<file path="src/sv/tdp_pkg.sv">
// ----------------------------------------------------------------------------
// tdp_pkg: shared types and constants for the primality tester
// Holds the default datapath width, the candidate width and the
// command/status bundles between controller and datapath.
// ----------------------------------------------------------------------------
package tdp_pkg;

    // width of the candidate port
    localparam int CAND_W       = 32;
    // default datapath width
    localparam int NUM_BITS_DEF = 32;

    // commands from controller to datapath
    typedef struct packed {
        logic load;       // capture candidate, set divisor to two
        logic div_start;  // start a division n / d
        logic inc_div;    // move on to the next divisor
    } t_dp_cmd;

    // status from datapath to controller
    typedef struct packed {
        logic small_n;    // n is zero or one
        logic div_done;   // division has finished this cycle
        logic d_gt_quo;   // d > n / d, search is over
        logic rem_zero;   // d divides n
    } t_dp_status;

endpackage

</file>
<file path="src/sv/tdp_divider.sv">
// ----------------------------------------------------------------------------
// tdp_divider: restoring divider, one quotient bit per cycle
// When the division finishes, done pulses with quotient and remainder.
// The divisor must stay stable while the division runs.
// ----------------------------------------------------------------------------
module tdp_divider #(
    parameter int WIDTH = 32
) (
    input  logic             i_clk,
    input  logic             i_rst_n,
    input  logic             i_start,
    input  logic [WIDTH-1:0] i_dividend,
    input  logic [WIDTH-1:0] i_divisor,
    output logic             o_done,
    output logic [WIDTH-1:0] o_quotient,
    output logic [WIDTH-1:0] o_remainder
);
    localparam int CNT_W = $clog2(WIDTH + 1);

    logic [WIDTH-1:0] r_rem, n_rem;
    logic [WIDTH-1:0] r_quo, n_quo;
    logic [CNT_W-1:0] r_cnt, n_cnt;
    logic             r_busy, n_busy;
    logic             r_done, n_done;
    logic [WIDTH:0]   trial;
    logic [WIDTH:0]   diff;

    // one restoring step
    always_comb begin
        trial  = {r_rem, r_quo[WIDTH-1]};
        diff   = trial - {1'b0, i_divisor};
        n_rem  = r_rem;
        n_quo  = r_quo;
        n_cnt  = r_cnt;
        n_busy = r_busy;
        n_done = 1'b0;
        if (i_start) begin
            n_rem  = '0;
            n_quo  = i_dividend;
            n_cnt  = CNT_W'(WIDTH);
            n_busy = 1'b1;
        end else if (r_busy) begin
            if (!diff[WIDTH]) begin
                n_rem = diff[WIDTH-1:0];
                n_quo = {r_quo[WIDTH-2:0], 1'b1};
            end else begin
                n_rem = trial[WIDTH-1:0];
                n_quo = {r_quo[WIDTH-2:0], 1'b0};
            end
            n_cnt = r_cnt - CNT_W'(1);
            if (r_cnt == CNT_W'(1)) begin
                n_busy = 1'b0;
                n_done = 1'b1;
            end
        end
    end

    // control state
    always_ff @(posedge i_clk) begin
        if (!i_rst_n) begin
            r_busy <= 1'b0;
            r_done <= 1'b0;
            r_cnt  <= '0;
        end else begin
            r_busy <= n_busy;
            r_done <= n_done;
            r_cnt  <= n_cnt;
        end
    end

    // working registers
    always_ff @(posedge i_clk) begin
        r_rem <= n_rem;
        r_quo <= n_quo;
    end

    assign o_done      = r_done;
    assign o_quotient  = r_quo;
    assign o_remainder = r_rem;

endmodule

</file>
<file path="src/sv/tdp_datapath.sv">
// ----------------------------------------------------------------------------
// tdp_datapath: candidate and divisor registers around the shared divider
// Reports to the controller whether the search ends or a factor is found.
// ----------------------------------------------------------------------------
module tdp_datapath #(
    parameter int NUM_BITS = tdp_pkg::NUM_BITS_DEF
) (
    input  logic                       i_clk,
    input  logic                       i_rst_n,
    input  logic [tdp_pkg::CAND_W-1:0] i_candidate,
    input  tdp_pkg::t_dp_cmd           i_cmd,
    output tdp_pkg::t_dp_status        o_status
);
    import tdp_pkg::*;

    logic [NUM_BITS-1:0] r_n;
    logic [NUM_BITS-1:0] r_d;
    logic [NUM_BITS-1:0] cand_ext;
    logic [NUM_BITS-1:0] quo;
    logic [NUM_BITS-1:0] rem;
    logic                div_done;

    // candidate reduced or extended to the datapath width
    generate
        if (NUM_BITS > CAND_W) begin : g_ext
            assign cand_ext = {{(NUM_BITS - CAND_W){1'b0}}, i_candidate};
        end else if (NUM_BITS == CAND_W) begin : g_same
            assign cand_ext = i_candidate;
        end else begin : g_trunc
            assign cand_ext = i_candidate[NUM_BITS-1:0];
        end
    endgenerate

    // candidate and trial divisor
    always_ff @(posedge i_clk) begin
        if (i_cmd.load) begin
            r_n <= cand_ext;
            r_d <= NUM_BITS'(2);
        end else if (i_cmd.inc_div) begin
            r_d <= r_d + NUM_BITS'(1);
        end
    end

    tdp_divider #(
        .WIDTH (NUM_BITS)
    ) u_div (
        .i_clk       (i_clk),
        .i_rst_n     (i_rst_n),
        .i_start     (i_cmd.div_start),
        .i_dividend  (r_n),
        .i_divisor   (r_d),
        .o_done      (div_done),
        .o_quotient  (quo),
        .o_remainder (rem)
    );

    // status back to the controller
    always_comb begin
        o_status.small_n  = (r_n[NUM_BITS-1:1] == '0);
        o_status.div_done = div_done;
        o_status.d_gt_quo = (r_d > quo);
        o_status.rem_zero = (rem == '0);
    end

endmodule

</file>
<file path="config.mk">
export PLATFORM = sky130hd
export DESIGN_NAME = tdp_datapath
export DESIGN_NICKNAME = d
export VERILOG_FILES = /design/src/sv/tdp_pkg.sv /design/src/sv/tdp_divider.sv /design/src/sv/tdp_datapath.sv
export SDC_FILE = /design/constraint.sdc
export NUM_CORES = 1
export LEC_CHECK = 0
export ABC_AREA = 1
export BUFFER_PORTS_ARGS = -buffer_cell sky130_fd_sc_hd__buf_2
export CORE_MARGIN = 3
export CORE_UTILIZATION = 38
export DETAILED_ROUTE_END_ITERATION = 10
export GPL_TIMING_DRIVEN = 0
export PLACE_DENSITY_LB_ADDON = 0.08
export SLEW_MARGIN = 10
export SYNTH_ARGS = -nofsm -noshare
export SYNTH_HDL_FRONTEND = slang
export SYNTH_SLANG_ARGS = --single-unit
</file>
<file path="constraint.sdc">
create_clock -name i_clk -period 2.5 [get_ports i_clk]
set_clock_uncertainty 0.05 [all_clocks]
set_input_delay 0.5 -clock i_clk [delete_from_list [all_inputs] [get_ports i_clk]]
set_output_delay 0.5 -clock i_clk [all_outputs]
set_load 0.01 [all_outputs]
</file>
==> results.txt, run 1 <==
----------------------------------------------------
[STA]
  Worst setup slack after layout ... -0.147 ns
  Final count of negative-setup-slack endpoints ... 28
  Achievable Freq ... around 0.38 GHz
  Setup repair after global routing missed its margin ... true
  Total count of hold-check failures in the final report ... 0
  Worst slew pin tran ... 0.794 ns
  Final cycle utilization of the critical path ... 106%
  Fin crit period ... approximately 2.6 ns
  Setup TNS ... -1.76 ns
  Slew margin rel. ... 47.1%
  Final Max Tran Viols ... 0

[Status]
  Failing checks ... setup timing
  Status ... finished, violations left

[Route]
  Remaining DRCs ... 0
  Antenna-violating nets left ... 0
  Vias/cell ... about 4.8
  Number of detailed-routing iterations run before antenna repair ... 5
  1st-iter DRT viols ... about 440
  Drt wl/cell ... 15.0 um
  Post-detailed-routing wire length ... approximately 27 mm
  Vias after detailed routing ... 8605

[Die]
  Cell Rows ... 56
  Floorplan die width ... between 150 and 200 um
  Initial core utilization ... 39.4%
  Y dimension of the die ... roughly 160 um
  Core box area ... between 20000 and 25000 um^2
  Number of ports placed on the die boundary ... just over 40
  Full die area ... between 20000 and 30000 um^2

[Synth]
  Average instance area after synthesis ... 6.88 um^2
  Number of nets produced by synthesis ... 1473
  Yosys synthesis warning count ... 0
  Sequential element share of the synthesized area ... between 30% and 40%
  Seq cells post-synth ... approximately 140
  Number of distinct standard cells referenced by the synthesized netlist ... 45
  Share of synthesized flip-flops with an asynchronous set or reset ... 0%
  Number of enable flip-flop cells after synthesis ... between 60 and 70
  Prevailing post-synth register cell ... sky130_fd_sc_hd__dfxtp_1
  Gate Count Post-Synth ... 1368
  Synthesized cell area ... around 9400 um^2

[Critical path]
  Critical R2R Launch ... u_div.o_quotient[31]
  Crit path DAT ... 2.91 ns
  Timing startpoint of the critical path ... u_div.o_quotient[31]
  Largest fanout of any net on the critical path ... 6
  Data required time of the worst path ... 2.77 ns
  Classification of the worst setup path ... reg2reg
  Capturing element type of the critical path ... flop
  Startpoint type of the worst setup path ... flop

[Finish]
  Multi-input logic area ... 5530 um^2
  Most frequent standard cell in the layout excluding fill and tap cells ... sky130_fd_sc_hd__nand2_1
  Filler cell count ... approximately 2400
  Area of all sequential standard cells ... 3390 um^2
  Final #Nets ... approximately 1600
  Layout cell share with drive strength beyond 1 ... 18.9%
  N_diodes ... 0
  Highest-count cells in the layout ignoring fill and taps ... sky130_fd_sc_hd__nand2_1, sky130_fd_sc_hd__inv_1, sky130_fd_sc_hd__nor2_1
  Final core area utilization ... 48.8%
  Signed area change from the synthesized netlist to the final layout ... 23.9%

[Clock tree]
  Worst-path clk slew ... 0.07 ns
  Root buffer selected by CTS ... sky130_fd_sc_hd__clkbuf_16
  Clock latency at the later pin of the worst-skew pair ... 0.43 ns
  Clock buffer depth ... 2
  Post-CTS Hold Buffers ... 0
  Number of clock buffers inserted by TritonCTS ... 17
  CTS tree ... built
  Maximum level of the CTS H-tree ... 4
  Clock sink count ... between 100 and 150

[Pwr]
  Power after layout ... between 10 and 15 mW
  Switching power ... ~7 mW
  VDD IR max ... 799 uV
  Comb power frac ... between 60% and 70%
  Sw Share ... a little under half
  Power per cell area ... 1240 nW/um^2
  Static leakage ... between 5 and 6 nW
  Sequential share of power ... between 10% and 20%
  Clk pwr share ... a little under a fifth
  Internal power ... between 7 and 8 mW

[Run]
  Max-capacitance violation count ... 0

[Placement]
  Total of buffers placed on input and output ports ... 40
  Gp weighted congestion ... 0.907
  Half-perimeter wire length after placement ... approximately 20 mm
  Post-Place Setup Slack ... -0.352 ns

[Global route]
  Pin count of the biggest net entering global routing ... 34
  Via count of the first global-routing pass ... roughly 8400
  Grt total ovfl ... 0
  Wire length of the first global-routing pass ... ~43 mm
  Number of antenna violations at the first check in global routing ... 0
  Overall global routing resource usage ... 20.7%

[Worst hold path]
  Path class of the lowest-slack min-delay path ... in2reg
  Startpoint of the worst hold path ... i_candidate[31]

----------------------------------------------------
## what timing repair did
action / in CTS / in global routing
buffers inserted: 21 / 11
endpoints found under the setup margin: 63 / 34
resized for setup: 105 / 102
cloned: 6 / 0
pin swaps: 27 / 44
## synth_stat cells, types with 18 or more instances
cell type | count | area, um^2
sky130_fd_sc_hd__inv_1 | 268 | 1010
sky130_fd_sc_hd__nor3_1 | 39 | 195
sky130_fd_sc_hd__nand2_1 | 449 | 1690
sky130_fd_sc_hd__a21oi_1 | 55 | 275
sky130_fd_sc_hd__nand3_1 | 72 | 360
sky130_fd_sc_hd__nor2_1 | 72 | 270
sky130_fd_sc_hd__nand4_1 | 20 | 125
sky130_fd_sc_hd__nor4_1 | 18 | 113
sky130_fd_sc_hd__dfxtp_1 | 72 | 1440
sky130_fd_sc_hd__edfxtp_1 | 64 | 1920
sky130_fd_sc_hd__o21ai_0 | 52 | 260
sky130_fd_sc_hd__ha_1 | 67 | 838
## stage by stage
stage | cells | hold WS, ns | instance area [um^2]
global route | 1788 | 0.168 | 11700
global placement | 1727 | 0.427 | 10000
floorplan | 1368 | 0.409 | 9410
CTS | 1786 | 0.171 | 11400
detailed placement | 1727 | 0.438 | 10000
finish | 1788 | 0.186 | 11700
## worst max-delay path, stage by stage (launching register included)
cell                       delay (ns)
sky130_fd_sc_hd__edfxtp_1        0.38
sky130_fd_sc_hd__inv_4           0.05
sky130_fd_sc_hd__buf_6           0.13
sky130_fd_sc_hd__ha_4            0.16
sky130_fd_sc_hd__fa_2            0.34
sky130_fd_sc_hd__inv_2           0.07
sky130_fd_sc_hd__nand2_2         0.05
sky130_fd_sc_hd__nand2_2         0.08
sky130_fd_sc_hd__nand3_4         0.08
sky130_fd_sc_hd__nand2_4         0.10
sky130_fd_sc_hd__nand2_4         0.05
sky130_fd_sc_hd__nand2_4         0.08
sky130_fd_sc_hd__nand2_4         0.08
sky130_fd_sc_hd__nand2_4         0.08
sky130_fd_sc_hd__buf_6           0.11
sky130_fd_sc_hd__nand2_8         0.05
sky130_fd_sc_hd__nand2_8         0.13
sky130_fd_sc_hd__buf_6           0.12
sky130_fd_sc_hd__buf_12          0.14
sky130_fd_sc_hd__nand2_4         0.06
sky130_fd_sc_hd__nand3_2         0.06
sky130_fd_sc_hd__nand2_1         0.05
## power by group through the flow
stage               clock, mW  combinational (mW)  sequential (mW)
floorplan                   0                4.66             2.78
global placement            0                6.11             2.85
detailed placement          0                6.15             2.85
CTS                      2.71                8.48             2.81
global route             2.79                10.0             2.85
finish                   2.64                9.05             2.82
## kinds of logic (layout without fill, tap and decap cells)
kind of cell / after synthesis / after routing / synth area share, %
buffers and inverters: 298 / 399 / 12.5
XOR/XNOR: 22 / 22 / 2.05
AO/OA/AOI/OAI: 125 / 125 / 7.12
adder cells (fa/ha/maj): 68 / 68 / 9.12
flip-flops: 136 / 136 / 35.7
AND/OR/NAND/NOR: 719 / 719 / 33.5
## flip-flops by register name (all words and copies together) (netlist names)
name,flops
u_div.o_quotient,32
u_div.r_busy,1
r_n,32
u_div.o_done,1
u_div.o_remainder,32
r_d,32
u_div.r_cnt,6
## path summary, 6_finish.rpt
| kind | depth (start not counted) | end | slack, ns |
|---|---|---|---|
| worst max-delay path | 21 | u_div.o_remainder[22] | -0.15 |
| worst min-delay path | 1 | r_n[31] | 0.19 |
| worst max register to register | 21 | u_div.o_remainder[22] | -0.15 |
| worst min register to register | 2 | u_div.r_cnt[4] | 0.45 |
## cell type report
class / instances / share of cell area [%]
sequential: 136 / 29.1
multi-input combinational: 934 / 47.4
clock inverter: 15 / 1.54
inverter: 274 / 8.87
timing repair inverter: 1 / 0.0644
tap: 319 / 3.42
timing repair buffer: 70 / 4.76
clock buffer: 17 / 3.65
buffer: 22 / 1.20
## per-layer routing
layer	vias to the layer above	GRT usage, %	wire [um]
met5	-	0	0
met4	0	8.73	922
met3	43	2.97	741
met2	132	35.1	12600
met1	3911	26.3	12600
li1	4519	-	-
(Power assumes the default switching activity.)
==> run 2: changes to the inputs <==
ABC_AREA = default   (was 1)
==> results.txt, run 2 <==
----------------------------------------------------
[Status]
  Status ... finished, violations left
  Failing checks ... setup timing

[Synth]
  Sequential element share of the synthesized area ... a little over two fifths
  Number of distinct standard cells referenced by the synthesized netlist ... 60
  Proportion of netlist area held by the largest area contributor ... about a quarter
  Average instance area after synthesis ... about 9.2 um^2
  Number of enable flip-flop cells after synthesis ... 64
  Yosys synthesis warning count ... 0
  Post-synthesis cell type with the largest combined area ... sky130_fd_sc_hd__edfxtp_1
  Library cell with the highest instance count after synthesis ... sky130_fd_sc_hd__nor2_1
  Ranking of synthesized cells by area ... sky130_fd_sc_hd__edfxtp_1, sky130_fd_sc_hd__dfxtp_1, sky130_fd_sc_hd__ha_1
  Most common library cells after synthesis ... sky130_fd_sc_hd__nor2_1, sky130_fd_sc_hd__inv_1, sky130_fd_sc_hd__nand2_1, sky130_fd_sc_hd__dfxtp_1, sky130_fd_sc_hd__ha_1
  Seq cells post-synth ... about 140
  Share of synthesized flip-flops with an asynchronous set or reset ... 0%
  Gate Count Post-Synth ... between 800 and 900
  Prevailing post-synth register cell ... sky130_fd_sc_hd__dfxtp_1
  Synthesized cell area ... approximately 8000 um^2
  Number of nets produced by synthesis ... just under 1000

[STA]
  Total count of hold-check failures in the final report ... 0
  Setup repair after global routing missed its margin ... true
  Fin crit period ... around 3.1 ns
  Worst slew pin tran ... approximately 0.84 ns
  Slew margin rel. ... ~44%
  Setup TNS ... -19.15 ns
  Achievable Freq ... roughly 0.32 GHz
  Worst setup slack after layout ... -0.612 ns
  Final count of negative-setup-slack endpoints ... 34
  Final Max Tran Viols ... 0
  Final cycle utilization of the critical path ... 124%

[Clock tree]
  Post-CTS Hold Buffers ... 0
  Clock latency at the later pin of the worst-skew pair ... about 0.43 ns
  Root buffer selected by CTS ... sky130_fd_sc_hd__clkbuf_16
  Maximum level of the CTS H-tree ... 4
  Worst-path clk slew ... about 0.070 ns
  CTS tree ... built
  Number of clock buffers inserted by TritonCTS ... 17
  Clock sink count ... between 100 and 150
  Clock buffer depth ... 2

[Die]
  Y dimension of the die ... 151 um
  Number of ports placed on the die boundary ... 41
  Core box area ... around 20000 um^2
  Full die area ... 22900 um^2
  Cell Rows ... 52
  Initial core utilization ... between 30% and 40%
  Floorplan die width ... 151 um

[Pwr]
  Static leakage ... ~3.8 nW
  Power after layout ... approximately 8 mW
  Power per cell area ... approximately 850 nW/um^2
  VDD IR max ... roughly 490 uV

[Worst hold path]
  Startpoint of the worst hold path ... i_candidate[12]
  Path class of the lowest-slack min-delay path ... in2reg
  Endpoint with the worst hold slack ... r_n[12]
  Number of cells on the worst hold path ... 1

[Critical path]
  Startpoint type of the worst setup path ... flop
  Worst reg2reg path depth ... 12
  Capturing element type of the critical path ... flop
  Crit path DAT ... 3.39 ns
  Critical R2R Launch ... u_div.o_quotient[31]
  Reg-to-reg slack, setup ... -0.61 ns
  Data required time of the worst path ... roughly 2.8 ns
  Largest fanout of any net on the critical path ... 7
  Classification of the worst setup path ... reg2reg
  RR Endpoint ... u_div.o_remainder[1]

[Placement]
  Post-Place Setup Slack ... -0.813 ns
  Total of buffers placed on input and output ports ... 38
  Gp weighted congestion ... approximately 0.80
  Cell area reported after detailed placement ... roughly 8600 um^2
  Half-perimeter wire length after placement ... between 10 and 15 mm

[Global route]
  Grt total ovfl ... 0
  Wire length of the first global-routing pass ... just over 30 mm
  Number of antenna violations at the first check in global routing ... 0
  Most Used Layer, Global Route ... met2
  Overall global routing resource usage ... around 17%
  Via count of the first global-routing pass ... between 5000 and 6000
  Met2 Use GR ... ~28%
  Grt met1 use ... 24.6%
  Pin count of the biggest net entering global routing ... 38
  Global routing usage on met3 ... ~2.5%

[Finish]
  Filler cell count ... between 2000 and 2500
  Final core area utilization ... a little under half
  Highest-count cells in the layout ignoring fill and taps ... sky130_fd_sc_hd__nor2_1, sky130_fd_sc_hd__nand2_1, sky130_fd_sc_hd__inv_1
  Final #Nets ... 1042
  Post-route cell area ... 9500 um^2
  Area of all sequential standard cells ... about 3400 um^2
  N_diodes ... 0
  Most frequent standard cell in the layout excluding fill and tap cells ... sky130_fd_sc_hd__nor2_1
  Signed area change from the synthesized netlist to the final layout ... 18.3%
  Layout cell share with drive strength beyond 1 ... 14.0%
  Multi-input logic area ... roughly 4400 um^2

[Route]
  Drt wl/cell ... roughly 16 um
  Vias/cell ... around 5.1
  1st-iter DRT viols ... 201
  Post-detailed-routing wire length ... a little under 20 mm
  Antenna-violating nets left ... 0
  Remaining DRCs ... 0
  Number of detailed-routing iterations run before antenna repair ... 5
  Vias after detailed routing ... roughly 6300

[Run]
  Max-capacitance violation count ... 0

----------------------------------------------------
-- run 2: cell types whose count changed in the layout (fill, tap and decap cells not counted), sizes merged, moves of 15 or more --
cell and change:
nand3 -59, a21o +15, buf -21, nand2 -392
mux2i +28, nor3 -28, a211oi +29, xnor2 +39
inv -192
-- run 2: worst max-delay path, stage by stage, from the launching register on --
cell and delay, ns:
sky130_fd_sc_hd__edfxtp_1 0.34, sky130_fd_sc_hd__inv_2 0.07, sky130_fd_sc_hd__ha_4 0.16, sky130_fd_sc_hd__fa_2 0.34, sky130_fd_sc_hd__nand2b_4 0.16, sky130_fd_sc_hd__a21oi_4 0.18, sky130_fd_sc_hd__nor2_4 0.07, sky130_fd_sc_hd__o31ai_4 0.30
sky130_fd_sc_hd__a31oi_4 0.16, sky130_fd_sc_hd__o31a_1 0.32, sky130_fd_sc_hd__o211a_1 0.34, sky130_fd_sc_hd__or4_1 0.43, sky130_fd_sc_hd__o311ai_1 0.09
-- run 2: worst max path at each step --
stage,from,to,slack [ns]
3_5_place_dp,r_d[2],u_div.o_remainder[31],-0.81
2_1_floorplan,u_div.o_quotient[31],u_div.o_remainder[29],-0.35
5_1_grt,u_div.o_quotient[1],o_status[1],-0.73
3_3_place_gp,r_d[2],u_div.o_remainder[31],-0.84
6_report,u_div.o_quotient[31],u_div.o_remainder[1],-0.61
4_1_cts,u_div.o_quotient[31],u_div.o_remainder[14],-0.68
-- run 2: cells by family after synthesis --
logic type	share of synthesized area [%]
compound gates	15.8
simple gates	15.6
buf+inv	5.50
fa+ha+maj	10.7
mux	3.63
xor+xnor	6.87
flops	41.9
-- run 2: layer usage --
metal  routed length, um  vias to the layer above  share of wire (%)
li1                    -                     3245                  -
met1                9790                     2889                 51
met2                8870                      102                 46
met3                 544                       15                2.8
met4                 179                        0               0.92
met5                   0                        -                  0
-- run 2: metrics by stage --
stage	hold WS, ns	cells
final	0.191	1220
after global routing	0.176	1220
after CTS	0.172	1219
after detailed placement	0.431	1177
after global placement	0.431	1177
after floorplan	0.413	869
-- run 2: repair_timing --
item	in CTS	in global routing
gates cloned	1	0
endpoints found under the setup margin	39	41
gates resized for setup	14	34
buffers inserted	9	2
endpoints found under the hold margin	0	0
pin swaps	6	18
-- run 2: cell type report --
cell class | instances | area share [%]
Clock buffer | 17 | 4.48
Sequential cell | 136 | 35.5
Tap cell | 270 | 3.55
Timing Repair Buffer | 50 | 3.37
Inverter | 77 | 3.04
Multi-Input combinational cell | 625 | 46.8
Clock inverter | 15 | 1.58
Buffer | 30 | 1.71
-- run 2: report_power, final --
part	switching [mW]	internal [mW]	total [mW]	leakage (nW)
registers	0.160	2.56	2.72	1.23
logic	1.51	1.40	2.91	2.33
clock network	1.15	1.34	2.49	0.288
==> run 3: changes to the inputs <==
TNS_END_PERCENT = 30   (was default)
==> results.txt, run 3 (same netlist as run 2, synthesis figures left out) <==
----------------------------------------------------
[Critical path]
  Crit path DAT ... ~3.5 ns
  Cell with the largest stage delay on the worst path ... sky130_fd_sc_hd__or4_4
  Top Family by Delay on Critical Path ... compound AO/OA/AOI/OAI gates
  Critical R2R Launch ... u_div.o_quotient[31]
  Startpoint type of the worst setup path ... flop
  Data required time of the worst path ... 2.78 ns
  Reg-to-reg slack, setup ... -0.67 ns
  Largest fanout of any net on the critical path ... 6
  Capturing element type of the critical path ... flop
  Buffers and inverters on the worst path ... 2
  RR Endpoint ... u_div.o_remainder[1]
  Classification of the worst setup path ... reg2reg
  Worst reg2reg path depth ... 13
  Crit path largest cell delay ... 0.41 ns
  Cells along the critical path ... inv_2, ha_4, fa_2, nand2b_4, a21oi_4, nor2_4, o31ai_4, a31oi_4, o31a_1, buf_4, o211a_4, or4_4, o311ai_1

[Die]
  Y dimension of the die ... approximately 150 um
  Core box area ... about 20000 um^2
  Cell Rows ... between 50 and 60
  Full die area ... roughly 23000 um^2
  Floorplan die width ... between 150 and 200 um
  Initial core utilization ... 39.2%
  Number of ports placed on the die boundary ... 41

[Pwr]
  VDD IR max ... ~420 uV
  Static leakage ... approximately 3.9 nW
  Sequential share of power ... approximately 33%
  Clk pwr share ... 29.9%
  Sw Share ... 34.8%
  Switching power ... roughly 2.8 mW
  Internal power ... 5.32 mW
  Comb power frac ... between 30% and 40%
  Power per cell area ... about 850 nW/um^2

[STA]
  Achievable Freq ... around 0.32 GHz
  Total count of hold-check failures in the final report ... 0
  Slew margin rel. ... 45.7%
  Final cycle utilization of the critical path ... 127%
  Setup repair after global routing missed its margin ... true
  Final count of negative-setup-slack endpoints ... 34
  Fin crit period ... around 3.2 ns
  Final Max Tran Viols ... 0
  Worst slew pin tran ... a little over 0.8 ns
  Setup TNS ... -21.13 ns
  Worst setup slack after layout ... -0.671 ns

[Finish]
  Layout cell share with drive strength beyond 1 ... between 15 and 20%
  Highest-count cells in the layout ignoring fill and taps ... sky130_fd_sc_hd__nor2_1, sky130_fd_sc_hd__nand2_1, sky130_fd_sc_hd__inv_1
  Multi-input logic area ... 4500 um^2
  Final #Nets ... approximately 1000
  Most frequent standard cell in the layout excluding fill and tap cells ... sky130_fd_sc_hd__nor2_1
  Filler cell count ... 1999
  Area of all sequential standard cells ... roughly 3400 um^2
  Signed area change from the synthesized netlist to the final layout ... 18.9%
  Final core area utilization ... 46.6%
  Post-route cell area ... between 9000 and 10000 um^2
  N_diodes ... 0
  Count of placed standard cells in the final layout, fillers left out ... 1221

[Route]
  Vias/cell ... 5.13
  Remaining DRCs ... 0
  Drt wl/cell ... 16.1 um
  1st-iter DRT viols ... between 200 and 300
  Antenna-violating nets left ... 0
  Number of detailed-routing iterations run before antenna repair ... 4
  Post-detailed-routing wire length ... ~20 mm
  Vias after detailed routing ... 6268

[Global route]
  Overall global routing resource usage ... between 10% and 20%
  Number of antenna violations at the first check in global routing ... 0
  Via count of the first global-routing pass ... ~6300
  Wire length of the first global-routing pass ... 32.7 mm
  Grt total ovfl ... 0
  Pin count of the biggest net entering global routing ... 38

[Clock tree]
  Clock buffer depth ... 2
  Post-CTS Hold Buffers ... 0
  Clock sink count ... about 140
  Clock latency at the later pin of the worst-skew pair ... approximately 0.43 ns
  CTS tree ... built
  Root buffer selected by CTS ... sky130_fd_sc_hd__clkbuf_16
  Maximum level of the CTS H-tree ... 4
  Number of clock buffers inserted by TritonCTS ... 17
  Worst-path clk slew ... around 0.070 ns

[Placement]
  Total of buffers placed on input and output ports ... 38
  Half-perimeter wire length after placement ... ~15 mm
  Gp weighted congestion ... ~0.83
  Placed Instances ... ~1200
  Cell area reported after detailed placement ... around 8600 um^2
  Post-Place Setup Slack ... -0.848 ns

[Status]
  Status ... finished, violations left
  Failing checks ... setup timing

[Worst hold path]
  Endpoint with the worst hold slack ... r_n[25]
  Path class of the lowest-slack min-delay path ... in2reg
  Startpoint of the worst hold path ... i_candidate[25]
  Number of cells on the worst hold path ... 1

[Run]
  Max-capacitance violation count ... 0

----------------------------------------------------
==> run 3: timing repair <==
action	4_1_cts	5_1_grt
buffers inserted	9	2
pin swaps	18	10
resized for setup	27	32
setup endpoints to repair	39	40
gates cloned	1	0
==> run 3: cell type report <==
type                       instances  area share (%)
buffer                            31            1.75
clock buffer                      18            4.49
clock inverter                    14            1.40
inverter                          77            3.02
multi-input combinational        625            47.1
sequential                       136            35.3
tap                              270            3.54
timing repair buffer              50            3.37
==> run 3: how the worst max path moves through the flow <==
| stage | start | to | slack [ns] | cells after the start |
|---|---|---|---|---|
| 6_report | u_div.o_quotient[31] | u_div.o_remainder[1] | -0.67 | 13 |
| 5_1_grt | u_div.o_quotient[31] | u_div.o_remainder[12] | -0.75 | 14 |
| 3_5_place_dp | r_d[2] | u_div.o_remainder[31] | -0.85 | 11 |
| 2_1_floorplan | u_div.o_quotient[31] | u_div.o_remainder[29] | -0.35 | 13 |
| 3_3_place_gp | r_d[2] | u_div.o_remainder[31] | -0.86 | 11 |
| 4_1_cts | u_div.o_quotient[31] | u_div.o_remainder[7] | -0.74 | 14 |
==> run 3: power groups by stage <==
| stage | clock (mW) | sequential (mW) | combinational (mW) |
|---|---|---|---|
| floorplan | 0 | 2.71 | 2.00 |
| global placement | 0 | 2.77 | 2.50 |
| detailed placement | 0 | 2.76 | 2.50 |
| CTS | 2.49 | 2.72 | 2.91 |
| global route | 2.60 | 2.75 | 3.30 |
| finish | 2.44 | 2.72 | 2.99 |
==> run 3: stage by stage <==
step / power [mW] / hold WS [ns]
2_1_floorplan: 4.71 / 0.413
3_3_place_gp: 5.27 / 0.427
3_5_place_dp: 5.27 / 0.430
4_1_cts: 8.12 / 0.178
5_1_grt: 8.65 / 0.179
6_report: 8.15 / 0.194
==> run 3: metal layers <==
| layer | global-route usage (%) | routed length, um | vias to the layer above |
|---|---|---|---|
| met2 | 29.6 | 9060 | 91 |
| met3 | 3.65 | 604 | 12 |
| met4 | 3.85 | 181 | 0 |
| met1 | 25.5 | 9810 | 2911 |
| met5 | 0 | 0 | - |
| li1 | - | - | 3254 |
